$ cat src/design/assert_macros.svh
// Assertion macros shared by the disk ID mask table RTL.
// No dependencies; included by every module that checks its own logic.
`ifndef ASSERT_MACROS_SVH
`define ASSERT_MACROS_SVH

`ifndef SYNTHESIS

// Property must hold at every clock edge outside reset.
`define ASSERT_SYNC(label, clk, rst_n, prop, msg) \
    label: assert property (@(posedge clk) disable iff (!rst_n) prop) \
        else $error(msg);

// Expression must never be true outside reset.
`define ASSERT_NEVER(label, clk, rst_n, expr, msg) \
    label: assert property (@(posedge clk) disable iff (!rst_n) !(expr)) \
        else $error(msg);

`else

`define ASSERT_SYNC(label, clk, rst_n, prop, msg)
`define ASSERT_NEVER(label, clk, rst_n, expr, msg)

`endif

`endif

$ cat src/design/dimt_pkg.sv
// Shared types and constants of the disk ID mask table.
// No dependencies; imported by dimt_ctrl, dimt_dp and disk_id_mask_table.
package dimt_pkg;

    localparam int DISK_SLOTS = 16;
    localparam int SLOT_W     = (DISK_SLOTS > 1) ? $clog2(DISK_SLOTS) : 1;
    localparam int CNT_W      = 8;
    localparam int SIG_W      = 32;
    localparam int GUID_W     = 64;
    localparam int KEY_W      = 64;
    localparam int CFG_IDX_W  = 2;

    localparam logic [SIG_W-1:0] GOLDEN_STEP = 32'h9E37_79B9;

    typedef enum logic [1:0] {
        REQ_ADD     = 2'd0,
        REQ_GET     = 2'd1,
        REQ_RESOLVE = 2'd2,
        REQ_CLEAR   = 2'd3
    } t_req;

    typedef enum logic [CFG_IDX_W-1:0] {
        CFG_KEY_HI = 2'd0,
        CFG_KEY_LO = 2'd1,
        CFG_ARMED  = 2'd2
    } t_cfg_idx;

    // What the result beat carries.
    typedef enum logic [1:0] {
        K_FAIL = 2'd0,
        K_OK   = 2'd1,
        K_GET  = 2'd2,
        K_RES  = 2'd3
    } t_kind;

    typedef struct packed {
        logic [SIG_W-1:0]  real_sig;
        logic [SIG_W-1:0]  msig;
        logic [GUID_W-1:0] mghi;
        logic [GUID_W-1:0] mglo;
    } t_slot;

    typedef struct packed {
        logic  load;
        logic  add;
        logic  clr;
        logic  rd;
        logic  scan_init;
        logic  scan;
        logic  post;
        t_kind kind;
    } t_dp_cmd;

    typedef struct packed {
        t_req req;
        logic armed;
        logic idx_ok;
        logic active;
        logic scan_hit;
        logic scan_done;
        logic out_free;
    } t_dp_stat;

endpackage

$ cat src/design/disk_id_mask_table.sv
// Top level of the disk ID mask table.
// Depends on dimt_pkg, dimt_ctrl and dimt_dp.
//
// Disk ID mask table: keeps up to DISK_SLOTS disk slots whose MBR signatures
// and GPT GUIDs are stored behind XOR masks derived from a 128-bit key and the
// slot number. Requests come in as one beat each: add, get, resolve, clear;
// every request answers with exactly one result beat, which carries the slot
// count after the request. Load the key through the write port, then set the
// armed register; while disarmed every request fails and changes nothing.
// One request is worked on at a time. Add, clear, a get of an inactive slot
// and every request refused for being disarmed or for a bad index go from
// execution straight to posting their result; a get of an active slot first
// reads its entry. Resolve reads the slot memory one entry per cycle through
// its single read port and compares each entry in the cycle after its read,
// stopping at the first match or once every counted slot is compared. A
// result that finds the output register still full holds in the sequencer
// until the register has room. The next request is taken as soon as the
// previous result is posted, even while that result still waits for
// o_out_valid/i_out_ready. Reset (synchronous, active low) clears the key,
// the armed bit, all slot active bits and the count at once; there is no
// clearing pass. Write configuration only while no request is in flight.
module disk_id_mask_table import dimt_pkg::*; (
    input  logic                 i_clk,
    input  logic                 i_rst_n,
    // configuration write port
    input  logic                 i_cfg_we,
    input  logic [CFG_IDX_W-1:0] i_cfg_idx,
    input  logic [KEY_W-1:0]     i_cfg_data,
    // request channel
    input  logic                 i_in_valid,
    output logic                 o_in_ready,
    input  logic [1:0]           i_req_type,
    input  logic [CNT_W-1:0]     i_disk_index,
    input  logic [SIG_W-1:0]     i_mbr_sig,
    input  logic [GUID_W-1:0]    i_guid_hi,
    input  logic [GUID_W-1:0]    i_guid_lo,
    // result channel
    output logic                 o_out_valid,
    input  logic                 i_out_ready,
    output logic                 o_status,
    output logic [CNT_W-1:0]     o_found_index,
    output logic [SIG_W-1:0]     o_sig_out,
    output logic [GUID_W-1:0]    o_masked_guid_hi,
    output logic [GUID_W-1:0]    o_masked_guid_lo,
    output logic [CNT_W-1:0]     o_slot_count
);

    // Commands flow down to the datapath, status flows back up.
    t_dp_cmd  w_cmd;
    t_dp_stat w_stat;

    // Sequencer: accept a beat, dispatch by request type, run the scan,
    // hold the result until the output register has room.
    dimt_ctrl u_ctrl (
        .i_clk      (i_clk),
        .i_rst_n    (i_rst_n),
        .i_in_valid (i_in_valid),
        .o_in_ready (o_in_ready),
        .i_stat     (w_stat),
        .o_cmd      (w_cmd)
    );

    // Datapath: key registers, masking, slot memory, scan compare and the
    // result register that drives the output channel.
    dimt_dp u_dp (
        .i_clk            (i_clk),
        .i_rst_n          (i_rst_n),
        .i_cfg_we         (i_cfg_we),
        .i_cfg_idx        (i_cfg_idx),
        .i_cfg_data       (i_cfg_data),
        .i_req_type       (i_req_type),
        .i_disk_index     (i_disk_index),
        .i_mbr_sig        (i_mbr_sig),
        .i_guid_hi        (i_guid_hi),
        .i_guid_lo        (i_guid_lo),
        .i_cmd            (w_cmd),
        .o_stat           (w_stat),
        .i_out_ready      (i_out_ready),
        .o_out_valid      (o_out_valid),
        .o_status         (o_status),
        .o_found_index    (o_found_index),
        .o_sig_out        (o_sig_out),
        .o_masked_guid_hi (o_masked_guid_hi),
        .o_masked_guid_lo (o_masked_guid_lo),
        .o_slot_count     (o_slot_count)
    );

endmodule

$ cat src/design/dimt_ctrl.sv
// Request sequencer of the disk ID mask table.
// Depends on dimt_pkg and assert_macros.svh; drives the datapath dimt_dp.
`include "assert_macros.svh"

module dimt_ctrl import dimt_pkg::*; (
    input  logic     i_clk,
    input  logic     i_rst_n,
    input  logic     i_in_valid,
    output logic     o_in_ready,
    input  t_dp_stat i_stat,
    output t_dp_cmd  o_cmd
);

    typedef enum logic [4:0] {
        S_IDLE  = 5'b00001,
        S_EXEC  = 5'b00010,
        S_GETRD = 5'b00100,
        S_SCAN  = 5'b01000,
        S_POST  = 5'b10000
    } t_state;

    t_state r_state, n_state;
    t_kind  r_kind,  n_kind;

    always_ff @(posedge i_clk) begin
        if (!i_rst_n) begin
            r_state <= S_IDLE;
            r_kind  <= K_FAIL;
        end else begin
            r_state <= n_state;
            r_kind  <= n_kind;
        end
    end

    always_comb begin
        n_state    = r_state;
        n_kind     = r_kind;
        o_cmd      = '0;
        o_cmd.kind = r_kind;
        o_in_ready = 1'b0;
        unique case (r_state)
            S_IDLE: begin
                o_in_ready = 1'b1;
                if (i_in_valid) begin
                    o_cmd.load = 1'b1;
                    n_state    = S_EXEC;
                end
            end
            S_EXEC: begin
                if (!i_stat.armed ||
                    ((i_stat.req == REQ_ADD || i_stat.req == REQ_GET) && !i_stat.idx_ok)) begin
                    n_kind  = K_FAIL;
                    n_state = S_POST;
                end else begin
                    unique case (i_stat.req)
                        REQ_ADD: begin
                            o_cmd.add = 1'b1;
                            n_kind    = K_OK;
                            n_state   = S_POST;
                        end
                        REQ_GET: begin
                            if (i_stat.active) begin
                                o_cmd.rd = 1'b1;
                                n_state  = S_GETRD;
                            end else begin
                                n_kind  = K_FAIL;
                                n_state = S_POST;
                            end
                        end
                        REQ_RESOLVE: begin
                            o_cmd.scan_init = 1'b1;
                            n_state         = S_SCAN;
                        end
                        REQ_CLEAR: begin
                            o_cmd.clr = 1'b1;
                            n_kind    = K_OK;
                            n_state   = S_POST;
                        end
                        default: n_state = S_POST;
                    endcase
                end
            end
            S_GETRD: begin
                n_kind  = K_GET;
                n_state = S_POST;
            end
            S_SCAN: begin
                o_cmd.scan = 1'b1;
                if (i_stat.scan_hit) begin
                    n_kind  = K_RES;
                    n_state = S_POST;
                end else if (i_stat.scan_done) begin
                    n_kind  = K_FAIL;
                    n_state = S_POST;
                end
            end
            S_POST: begin
                if (i_stat.out_free) begin
                    o_cmd.post = 1'b1;
                    n_state    = S_IDLE;
                end
            end
            default: n_state = S_IDLE;
        endcase
    end

    `ASSERT_NEVER(a_post_needs_room, i_clk, i_rst_n, o_cmd.post && !i_stat.out_free, "result posted into a full output register")
    `ASSERT_SYNC(a_accept_to_exec, i_clk, i_rst_n, (r_state == S_IDLE && i_in_valid) |=> (r_state == S_EXEC), "accepted request did not enter execution")
    `ASSERT_SYNC(a_add_guarded, i_clk, i_rst_n, o_cmd.add |-> (i_stat.armed && i_stat.idx_ok), "table written while unarmed or with a bad index")

endmodule

$ cat src/design/dimt_dp.sv
// Datapath of the disk ID mask table: key registers, slot memory, scan pointer,
// result register. Depends on dimt_pkg and assert_macros.svh.
`include "assert_macros.svh"

module dimt_dp import dimt_pkg::*; (
    input  logic                 i_clk,
    input  logic                 i_rst_n,
    input  logic                 i_cfg_we,
    input  logic [CFG_IDX_W-1:0] i_cfg_idx,
    input  logic [KEY_W-1:0]     i_cfg_data,
    input  logic [1:0]           i_req_type,
    input  logic [CNT_W-1:0]     i_disk_index,
    input  logic [SIG_W-1:0]     i_mbr_sig,
    input  logic [GUID_W-1:0]    i_guid_hi,
    input  logic [GUID_W-1:0]    i_guid_lo,
    input  t_dp_cmd              i_cmd,
    output t_dp_stat             o_stat,
    input  logic                 i_out_ready,
    output logic                 o_out_valid,
    output logic                 o_status,
    output logic [CNT_W-1:0]     o_found_index,
    output logic [SIG_W-1:0]     o_sig_out,
    output logic [GUID_W-1:0]    o_masked_guid_hi,
    output logic [GUID_W-1:0]    o_masked_guid_lo,
    output logic [CNT_W-1:0]     o_slot_count
);

    // Configuration
    logic [KEY_W-1:0] r_key_hi, r_key_lo;
    logic             r_armed;

    always_ff @(posedge i_clk) begin
        if (!i_rst_n) begin
            r_key_hi <= '0;
            r_key_lo <= '0;
            r_armed  <= 1'b0;
        end else if (i_cfg_we) begin
            unique case (i_cfg_idx)
                CFG_KEY_HI: r_key_hi <= i_cfg_data;
                CFG_KEY_LO: r_key_lo <= i_cfg_data;
                CFG_ARMED:  r_armed  <= i_cfg_data[0];
                default:    ;
            endcase
        end
    end

    // Request latch
    t_req              r_req;
    logic [CNT_W-1:0]  r_idx;
    logic [SIG_W-1:0]  r_sig;
    logic [GUID_W-1:0] r_ghi, r_glo;

    always_ff @(posedge i_clk) begin
        if (i_cmd.load) begin
            r_req <= t_req'(i_req_type);
            r_idx <= i_disk_index;
            r_sig <= i_mbr_sig;
            r_ghi <= i_guid_hi;
            r_glo <= i_guid_lo;
        end
    end

    logic [SLOT_W-1:0] w_slot;
    assign w_slot = r_idx[SLOT_W-1:0];

    // Masks for the latched slot
    logic [SIG_W-1:0]  w_key_fold, w_sig_mask;
    logic [GUID_W-1:0] w_guid_pat;
    t_slot             w_wr_data;

    assign w_key_fold = r_key_hi[63:32] ^ r_key_hi[31:0] ^ r_key_lo[63:32] ^ r_key_lo[31:0];
    assign w_sig_mask = w_key_fold ^ SIG_W'(SIG_W'(r_idx) * GOLDEN_STEP);
    assign w_guid_pat = {r_idx, 24'h0, r_idx, 24'h0};

    assign w_wr_data.real_sig = r_sig;
    assign w_wr_data.msig     = r_sig ^ w_sig_mask;
    assign w_wr_data.mghi     = r_ghi ^ r_key_hi ^ w_guid_pat;
    assign w_wr_data.mglo     = r_glo ^ r_key_lo ^ w_guid_pat;

    // Active bits and slot count; clear drops both at once
    logic [DISK_SLOTS-1:0] r_active;
    logic [CNT_W-1:0]      r_count;

    always_ff @(posedge i_clk) begin
        if (!i_rst_n || i_cmd.clr) begin
            r_active <= '0;
            r_count  <= '0;
        end else if (i_cmd.add) begin
            r_active[w_slot] <= 1'b1;
            if (r_idx >= r_count) begin
                r_count <= r_idx + CNT_W'(1);
            end
        end
    end

    // Scan pipeline: issue a read, compare it in the following cycle
    logic [CNT_W-1:0]  r_ptr;
    logic              r_cmp_vld;
    logic [SLOT_W-1:0] r_cmp_idx;
    t_slot             r_rd_data;
    logic              w_hit, w_issue;

    assign w_hit   = r_cmp_vld && r_active[r_cmp_idx] && (r_rd_data.msig == r_sig);
    assign w_issue = i_cmd.scan && !w_hit && (r_ptr < r_count);

    always_ff @(posedge i_clk) begin
        if (!i_rst_n || i_cmd.scan_init) begin
            r_ptr     <= '0;
            r_cmp_vld <= 1'b0;
            r_cmp_idx <= '0;
        end else if (w_issue) begin
            r_ptr     <= r_ptr + CNT_W'(1);
            r_cmp_vld <= 1'b1;
            r_cmp_idx <= r_ptr[SLOT_W-1:0];
        end else if (i_cmd.scan && !w_hit) begin
            r_cmp_vld <= 1'b0;
        end
    end

    // Slot memory; inactive entries never reach the result register
    t_slot r_mem [DISK_SLOTS];

    always_ff @(posedge i_clk) begin
        if (i_cmd.add) begin
            r_mem[w_slot] <= w_wr_data;
        end
        if (i_cmd.rd) begin
            r_rd_data <= r_mem[w_slot];
        end else if (w_issue) begin
            r_rd_data <= r_mem[r_ptr[SLOT_W-1:0]];
        end
    end

    // Result register
    logic w_out_free;
    assign w_out_free = !o_out_valid || i_out_ready;

    always_ff @(posedge i_clk) begin
        if (!i_rst_n) begin
            o_out_valid <= 1'b0;
        end else if (i_cmd.post) begin
            o_out_valid <= 1'b1;
        end else if (i_out_ready) begin
            o_out_valid <= 1'b0;
        end
    end

    always_ff @(posedge i_clk) begin
        if (i_cmd.post) begin
            o_status         <= (i_cmd.kind == K_FAIL);
            o_found_index    <= '0;
            o_sig_out        <= '0;
            o_masked_guid_hi <= '0;
            o_masked_guid_lo <= '0;
            o_slot_count     <= r_count;
            case (i_cmd.kind)
                K_GET: begin
                    o_sig_out        <= r_rd_data.msig;
                    o_masked_guid_hi <= r_rd_data.mghi;
                    o_masked_guid_lo <= r_rd_data.mglo;
                end
                K_RES: begin
                    o_found_index <= CNT_W'(r_cmp_idx);
                    o_sig_out     <= r_rd_data.real_sig;
                end
                default: ;
            endcase
        end
    end

    assign o_stat.req       = r_req;
    assign o_stat.armed     = r_armed;
    assign o_stat.idx_ok    = (r_idx < CNT_W'(DISK_SLOTS));
    assign o_stat.active    = r_active[w_slot];
    assign o_stat.scan_hit  = w_hit;
    assign o_stat.scan_done = !r_cmp_vld && (r_ptr >= r_count);
    assign o_stat.out_free  = w_out_free;

    `ASSERT_NEVER(a_count_in_range, i_clk, i_rst_n, r_count > CNT_W'(DISK_SLOTS), "slot count above table depth")
    `ASSERT_SYNC(a_add_covers_slot, i_clk, i_rst_n, i_cmd.add |=> (r_count > r_idx && r_active[w_slot]), "added slot not active or not counted")
    `ASSERT_SYNC(a_clear_empties, i_clk, i_rst_n, i_cmd.clr |=> (r_count == '0 && r_active == '0), "clear left table state behind")

endmodule

$ cat config.mk
export PLATFORM = sky130hd
export DESIGN_NAME = disk_id_mask_table
export DESIGN_NICKNAME = d
export VERILOG_FILES = /design/src/design/dimt_pkg.sv /design/src/design/disk_id_mask_table.sv /design/src/design/dimt_ctrl.sv /design/src/design/dimt_dp.sv
export VERILOG_INCLUDE_DIRS = /design/src /design/src/design
export SDC_FILE = /design/constraint.sdc
export NUM_CORES = 2
export LEC_CHECK = 0
export BUFFER_PORTS_ARGS = -buffer_cell sky130_fd_sc_hd__buf_2
export CORE_MARGIN = 10
export CORE_UTILIZATION = 50
export CTS_BUF_LIST = sky130_fd_sc_hd__clkbuf_8 sky130_fd_sc_hd__clkbuf_16
export DETAILED_ROUTE_END_ITERATION = 10
export PLACE_DENSITY_LB_ADDON = 0.25
export SETUP_SLACK_MARGIN = 0.15
export SLEW_MARGIN = 0
export SYNTH_ARGS = -nofsm -noshare
export SYNTH_HDL_FRONTEND = slang
export SYNTH_SLANG_ARGS = --single-unit
$ cat constraint.sdc
create_clock -name i_clk -period 12 [get_ports i_clk]
set_input_delay 0.6 -clock i_clk [delete_from_list [all_inputs] [get_ports i_clk]]
set_output_delay 0.6 -clock i_clk [all_outputs]
set_load 0.05 [all_outputs]
==> After elaboration in Yosys (flattened, before gate mapping) <==
Memories as Yosys holds them, arrays and structs flattened. A register that Yosys moved wholly into a read port is not among the register bits.
Index checks and enable logic that the tools add are counted.
{ "word_totals": {"reg_bits": 713, "elab_cells": 143, "n_memories": 1, "output_inout_bits": 179, "ram_bits": 3072} }
{ "memory_table": {"columns": ["memory", "depth", "width", "read_ports", "rd_ports_with_merged_regs", "wr", "line", "source"], "rows": [
  ["u_dp.r_mem", 16, 192, 2, 2, 1, "dimt_dp.sv:121", "t_slot r_mem [DISK_SLOTS];"]
]} }
{ "op_classes": {"n_addsub": 2, "mux": 45, "n_eq_ne": 18, "magnitude_cmp": 7, "bitwise_logic": 10, "multipliers": 1, "reduce_logical": 32} }
{ "op_table": {"columns": ["cell", "n"], "rows": [
  ["$mux W192", 2],
  ["$xor A64 B64 Y64", 4],
  ["$xor A32 B32 Y32", 5],
  ["$pmux W32 S2", 1],
  ["$eq A32 B32 Y1", 1],
  ["$mul A8 B32 Y32 const B", 1],
  ["$mux W5", 6],
  ["$pmux W5 S5", 1],
  ["$mux W1", 20],
  ["$mux W4", 5],
  ["$add A8 B1 Y8 const B", 2],
  ["$ge A8 B8 Y1", 2],
  ["$or A16 B16 Y16", 1],
  ["$pmux W5 S3", 1],
  ["$eq A2 B2 Y1 const B", 5],
  ["$lt A4 B5 Y1 const B", 2],
  ["$bmux W1 S4", 2],
  ["$lt A8 B5 Y1 const B", 1],
  ["$lt A8 B8 Y1", 1],
  ["$mux W2", 4],
  ["$reduce_and A2 Y1", 4],
  ["$logic_and A1 B1 Y1", 7],
  ["$logic_not A1 Y1", 6],
  ["$logic_not A2 Y1", 3],
  ["other kinds (21)", 28]
]} }

==> Depth between registers and ports, before layout <==
{ "depth": {"ltp_word": 9, "ltp_mapped": 19, "depth_no_buf": 17} }

==> Hierarchy <==
A second synthesis with hierarchy kept.
{ "unflattened": {"cells_unflattened": 8034, "area_unflattened_um2": 171314.3} }
{ "modules_own_cells": {"columns": ["module", "cells_per_inst", "area_per_inst_um2", "instances", "seq_area_each_um2"], "rows": [
  ["dimt_dp", 7964, 170718.7, 1, 111817.2],
  ["dimt_ctrl", 70, 595.6, 1, 140.1]
]} }

==> Worst setup path after synthesis <==
No wires, ideal clock.
{ "synth_path": {"path_kind": "register to register", "startpoint": "register u_ctrl.r_state[3]", "endpoint": "register u_dp.o_found_index[0], enable pin", "required_ps": 11273, "path_buffers": 1, "stages_incl_launch_ff": 5, "arrival_ps": 8362, "slack_ps": 2911, "cell_sequence": "dfxtp_1 clkbuf_1 nor3_1 nand3b_1 nor2b_1"} }
{ "synth_rtl": {"columns": ["item", "line", "source"], "rows": [
  ["start: declaration", "dimt_ctrl.sv:22", "t_state r_state, n_state;"],
  ["start signal: assignment", "dimt_ctrl.sv:30", "r_state <= n_state;"],
  ["end signal: assignment", "dimt_dp.sv:163", "o_found_index <= CNT_W'(r_cmp_idx);"],
  ["end: declaration", "dimt_dp.sv:21", "output logic [CNT_W-1:0] o_found_index,"]
]} }

==> results.py <==
metrics = {
    "status": {
        "outcome": "finished, violations left",
        "violations": "capacitance limit",
    },
    "placement": {
        "dpl.hpwl_um": 292000,
        "io_buffers": 415,
        "gp_congestion": 0.907,
        "place_ws_ns": 5.09,
    },
    "sta": {
        "finalHoldWorstSlack_ns": 0.0691,
        "setup_viol": 0,
        "tightest_slew_ns": 1.48,
        "finalWorstSetupSlack_ns": 4.94,
        "rsz0062_at_grt": "no",
        "fin_crit_ns": 7.06,
        "clock-skew-final_ns": 0.107,
        "slew_headroom_pct": 0.363,
        "hold_violations": 0,
        "post-route-period-util_pct": 58.9,
        "final_max_slew_viol_count": 0,
        "max_clock_freq_ghz": 0.142,
        "fin_setup_tns_ns": 0,
    },
    "route": {
        "drc": 0,
        "first_pass_iters": 6,
        "routed_wl_um": 513000,
        "vias": 91300,
        "drt_iter0_markers": 12500,
        "wire_per_inst_um": 37.6,
        "vias_per_cell": 6.70,
        "ant_nets": 0,
    },
    "die": {
        "dieArea_mm2": 0.365,
        "die_h_um": 605,
        "die_w_um": 605,
        "pin_count": 420,
        "start_util_pct": 50.2,
        "coreArea_mm2": 0.340,
        "rows": 214,
    },
    "logic_synthesis": {
        "synth_area_leader_cell": "edfxtp_1",
        "synth_area_mm2": 0.171,
        "syn_avg_cell_area_um2": 21.3,
        "async_flop_share_pct": 0,
        "synth_top_area_share_pct": 63.4,
        "synthCells": 8017,
        "synth_warnings": 0,
        "synth_most_common_cell": "edfxtp_1",
        "synth-edff-count": 3607,
        "synth_area_leaders": "edfxtp_1 (63%), mux4_2 (25%), dfxtp_1 (2.1%)",
        "ys_seq_area_share_pct": 65.5,
        "ys_ff_latch": 3789,
        "yosysUniqueCellTypes": 56,
        "synth_flop_cell": "edfxtp_1",
        "synth_common_cells": "edfxtp_1 (3607), mux4_2 (1930), clkbuf_1 (361)",
    },
    "hold_path": {
        "min_path_cells": 1,
        "hold_end": "u_dp.r_idx[2]$_DFFE_PP_",
        "hold_path.class": "in2reg",
        "hold_start": "i_disk_index[2]",
    },
    "final_layout": {
        "layout.nets": 9125,
        "drive_above_1_share_pct": 37.4,
        "fillCellCount": 24700,
        "register_area_mm2": 0.112,
        "area_growth_pct": 13.5,
        "multiInputGateArea_mm2": 0.0565,
    },
    "critical_path": {
        "path_max_fanout": 16,
        "cp-start-kind": "flip-flop",
        "reg2reg_slack_ns": 4.94,
        "rr_startpoint": "u_dp.r_idx[6]$_DFFE_PP_",
        "arrival_ns": 7.67,
        "end_kind": "flip-flop",
        "rr_endpoint": "u_dp.r_mem[6][157]$_DFFE_PP_",
        "worstPathRequired_ns": 12.61,
        "r2r_cells": 14,
        "path_class": "reg2reg",
    },
    "run": {
        "cap_violations": 1,
    },
    "grt": {
        "track_usage_pct": 27.7,
        "grt_remaining_overflow": 0,
        "grt_pass1_vias": 95200,
        "grt_pass1_wl_um": 721000,
        "antenna_found_initial": 29,
        "grt_max_degree": 160,
    },
    "clock_tree": {
        "path_clk_slew_ns": 0.06,
        "clockBufferDepth": 4,
        "cts_resized": 0,
        "h-tree-depth": 5,
        "worstSkewPairLatency_ns": 1.00,
        "tritoncts": "yes",
        "root_buffer": "clkbuf_16",
        "cts_setup_buffers": 0,
        "cts.sinks": 3789,
        "cts_made_buffers": 396,
    },
    "pwr": {
        "p_leak_nw": 60.5,
        "powerDensity_mw_per_mm2": 174,
        "p_total_mw": 33.8,
        "ir_drop_mv": 0.264,
    },
}
[kinds of logic (layout without fill, tap and decap cells)]
| logic type | count (synthesis) | in the layout | share of synthesized area, % |
|---|---|---|---|
| flops | 3789 | 3789 | 65.5 |
| mux | 2165 | 2165 | 27.0 |
| buf+inv | 658 | 1706 | 1.58 |
| simple gates | 620 | 620 | 1.74 |
| xor+xnor | 394 | 394 | 2.02 |
| compound gates | 238 | 238 | 0.789 |
| fa+ha+maj | 152 | 152 | 1.38 |
| other cells | 1 | 24 | 0.00219 |
[layout make-up]
type | instances | area share, %
repair buffers | 853 | 3.28
diodes | 20 | 0.0258
multi-input cells | 3573 | 29.1
clock buffers | 416 | 5.30
well taps | 4536 | 2.93
inverters | 119 | 0.235
clock inverters | 318 | 1.36
flip-flops and latches | 3789 | 57.7
[placed cells by master, fill, tap and decap left out, types with 60 or more instances in the layout]
cell type      synthesis  final
mux4_2              1930   1930
inv_1                117    202
nor2_1                77     77
xnor2_1              259    245
buf_2                114    415
and2_1               130    130
clkbuf_16              0    405
ha_1                  92     92
fa_1                  60     60
xor2_1               135    125
edfxtp_1            3607   3607
a21oi_1              162    162
dfxtp_1              182    173
mux2_2               193    193
nand2_1              293    292
clkinv_2               0     82
dlygate4sd3_1          0    235
clkinv_1               1     70
buf_4                 23    170
[routing by layer]
metal	GRT usage [%]	routed length, µm
met1	36.3	183000
met3	4.46	45900
met2	44.0	245000
met4	17.1	38800
met5	0	25
[through the flow]
| step | util (%) | std cells | area (µm²) |
|---|---|---|---|
| 2_1_floorplan | - | 8020 | 171000 |
| 3_3_place_gp | 52.5 | 12600 | 179000 |
| 3_5_place_dp | 52.5 | 12600 | 179000 |
| 4_1_cts | 57.0 | 13600 | 194000 |
| 5_1_grt | 57.0 | 13600 | 194000 |
| 6_report | 57.0 | 13600 | 194000 |
[how the worst max path moves through the flow]
stage | start | to | slack [ns] | depth (start not counted)
floorplan | u_ctrl.r_state[3]$_SDFFE_PN0P_ | u_dp.o_found_index[0]$_SDFFCE_PN0P_ | 2.91 | 4
global placement | u_dp.r_idx[5]$_DFFE_PP_ | u_dp.r_mem[0][157]$_DFFE_PP_ | 5.36 | 14
detailed placement | u_dp.r_idx[5]$_DFFE_PP_ | u_dp.r_mem[13][157]$_DFFE_PP_ | 5.09 | 14
CTS | u_dp.r_idx[5]$_DFFE_PP_ | u_dp.r_mem[10][157]$_DFFE_PP_ | 5.05 | 14
global route | u_dp.r_idx[4]$_DFFE_PP_ | u_dp.r_mem[12][157]$_DFFE_PP_ | 4.47 | 16
finish | u_dp.r_idx[6]$_DFFE_PP_ | u_dp.r_mem[6][157]$_DFFE_PP_ | 4.94 | 14
[flip-flops by register name, summed over array words and instances, names as in the netlist, 32 cells and up, named ones only]
| register | cells |
|---|---|
| u_dp.o_masked_guid_hi | 64 |
| u_dp.o_masked_guid_lo | 64 |
| u_dp.o_sig_out | 32 |
| u_dp.r_ghi | 64 |
| u_dp.r_glo | 64 |
| u_dp.r_key_hi | 64 |
| u_dp.r_key_lo | 64 |
| u_dp.r_mem | 3072 |
| u_dp.r_rd_data | 192 |
| u_dp.r_sig | 32 |
[what timing repair did]
item	CTS	global route
hold endpoints to repair	301	0
hold buffers	235	0
setup endpoints to repair	0	0
[critical path, cell delays in order (launching register included)]
cell and delay [ns]:
edfxtp_1 0.93, fa_1 0.66, fa_1 0.53, fa_1 0.45, fa_1 0.49, ha_1 0.38
a2111oi_0 0.40, o21ai_0 0.24, a41oi_1 0.44, o21ai_0 0.36, a31oi_1 0.37, o21ai_0 0.12
a21oi_1 0.27, o21ai_0 0.17, xnor2_1 0.89
[power breakdown]
group / total (mW) / internal (mW) / switching (mW)
clock network: 12.3 / 6.96 / 5.29
registers: 16.3 / 16.1 / 0.172
logic: 5.29 / 1.92 / 3.37
total: 33.8 / 25.0 / 8.83
Note: power is estimated with default switching activity, not from simulation.
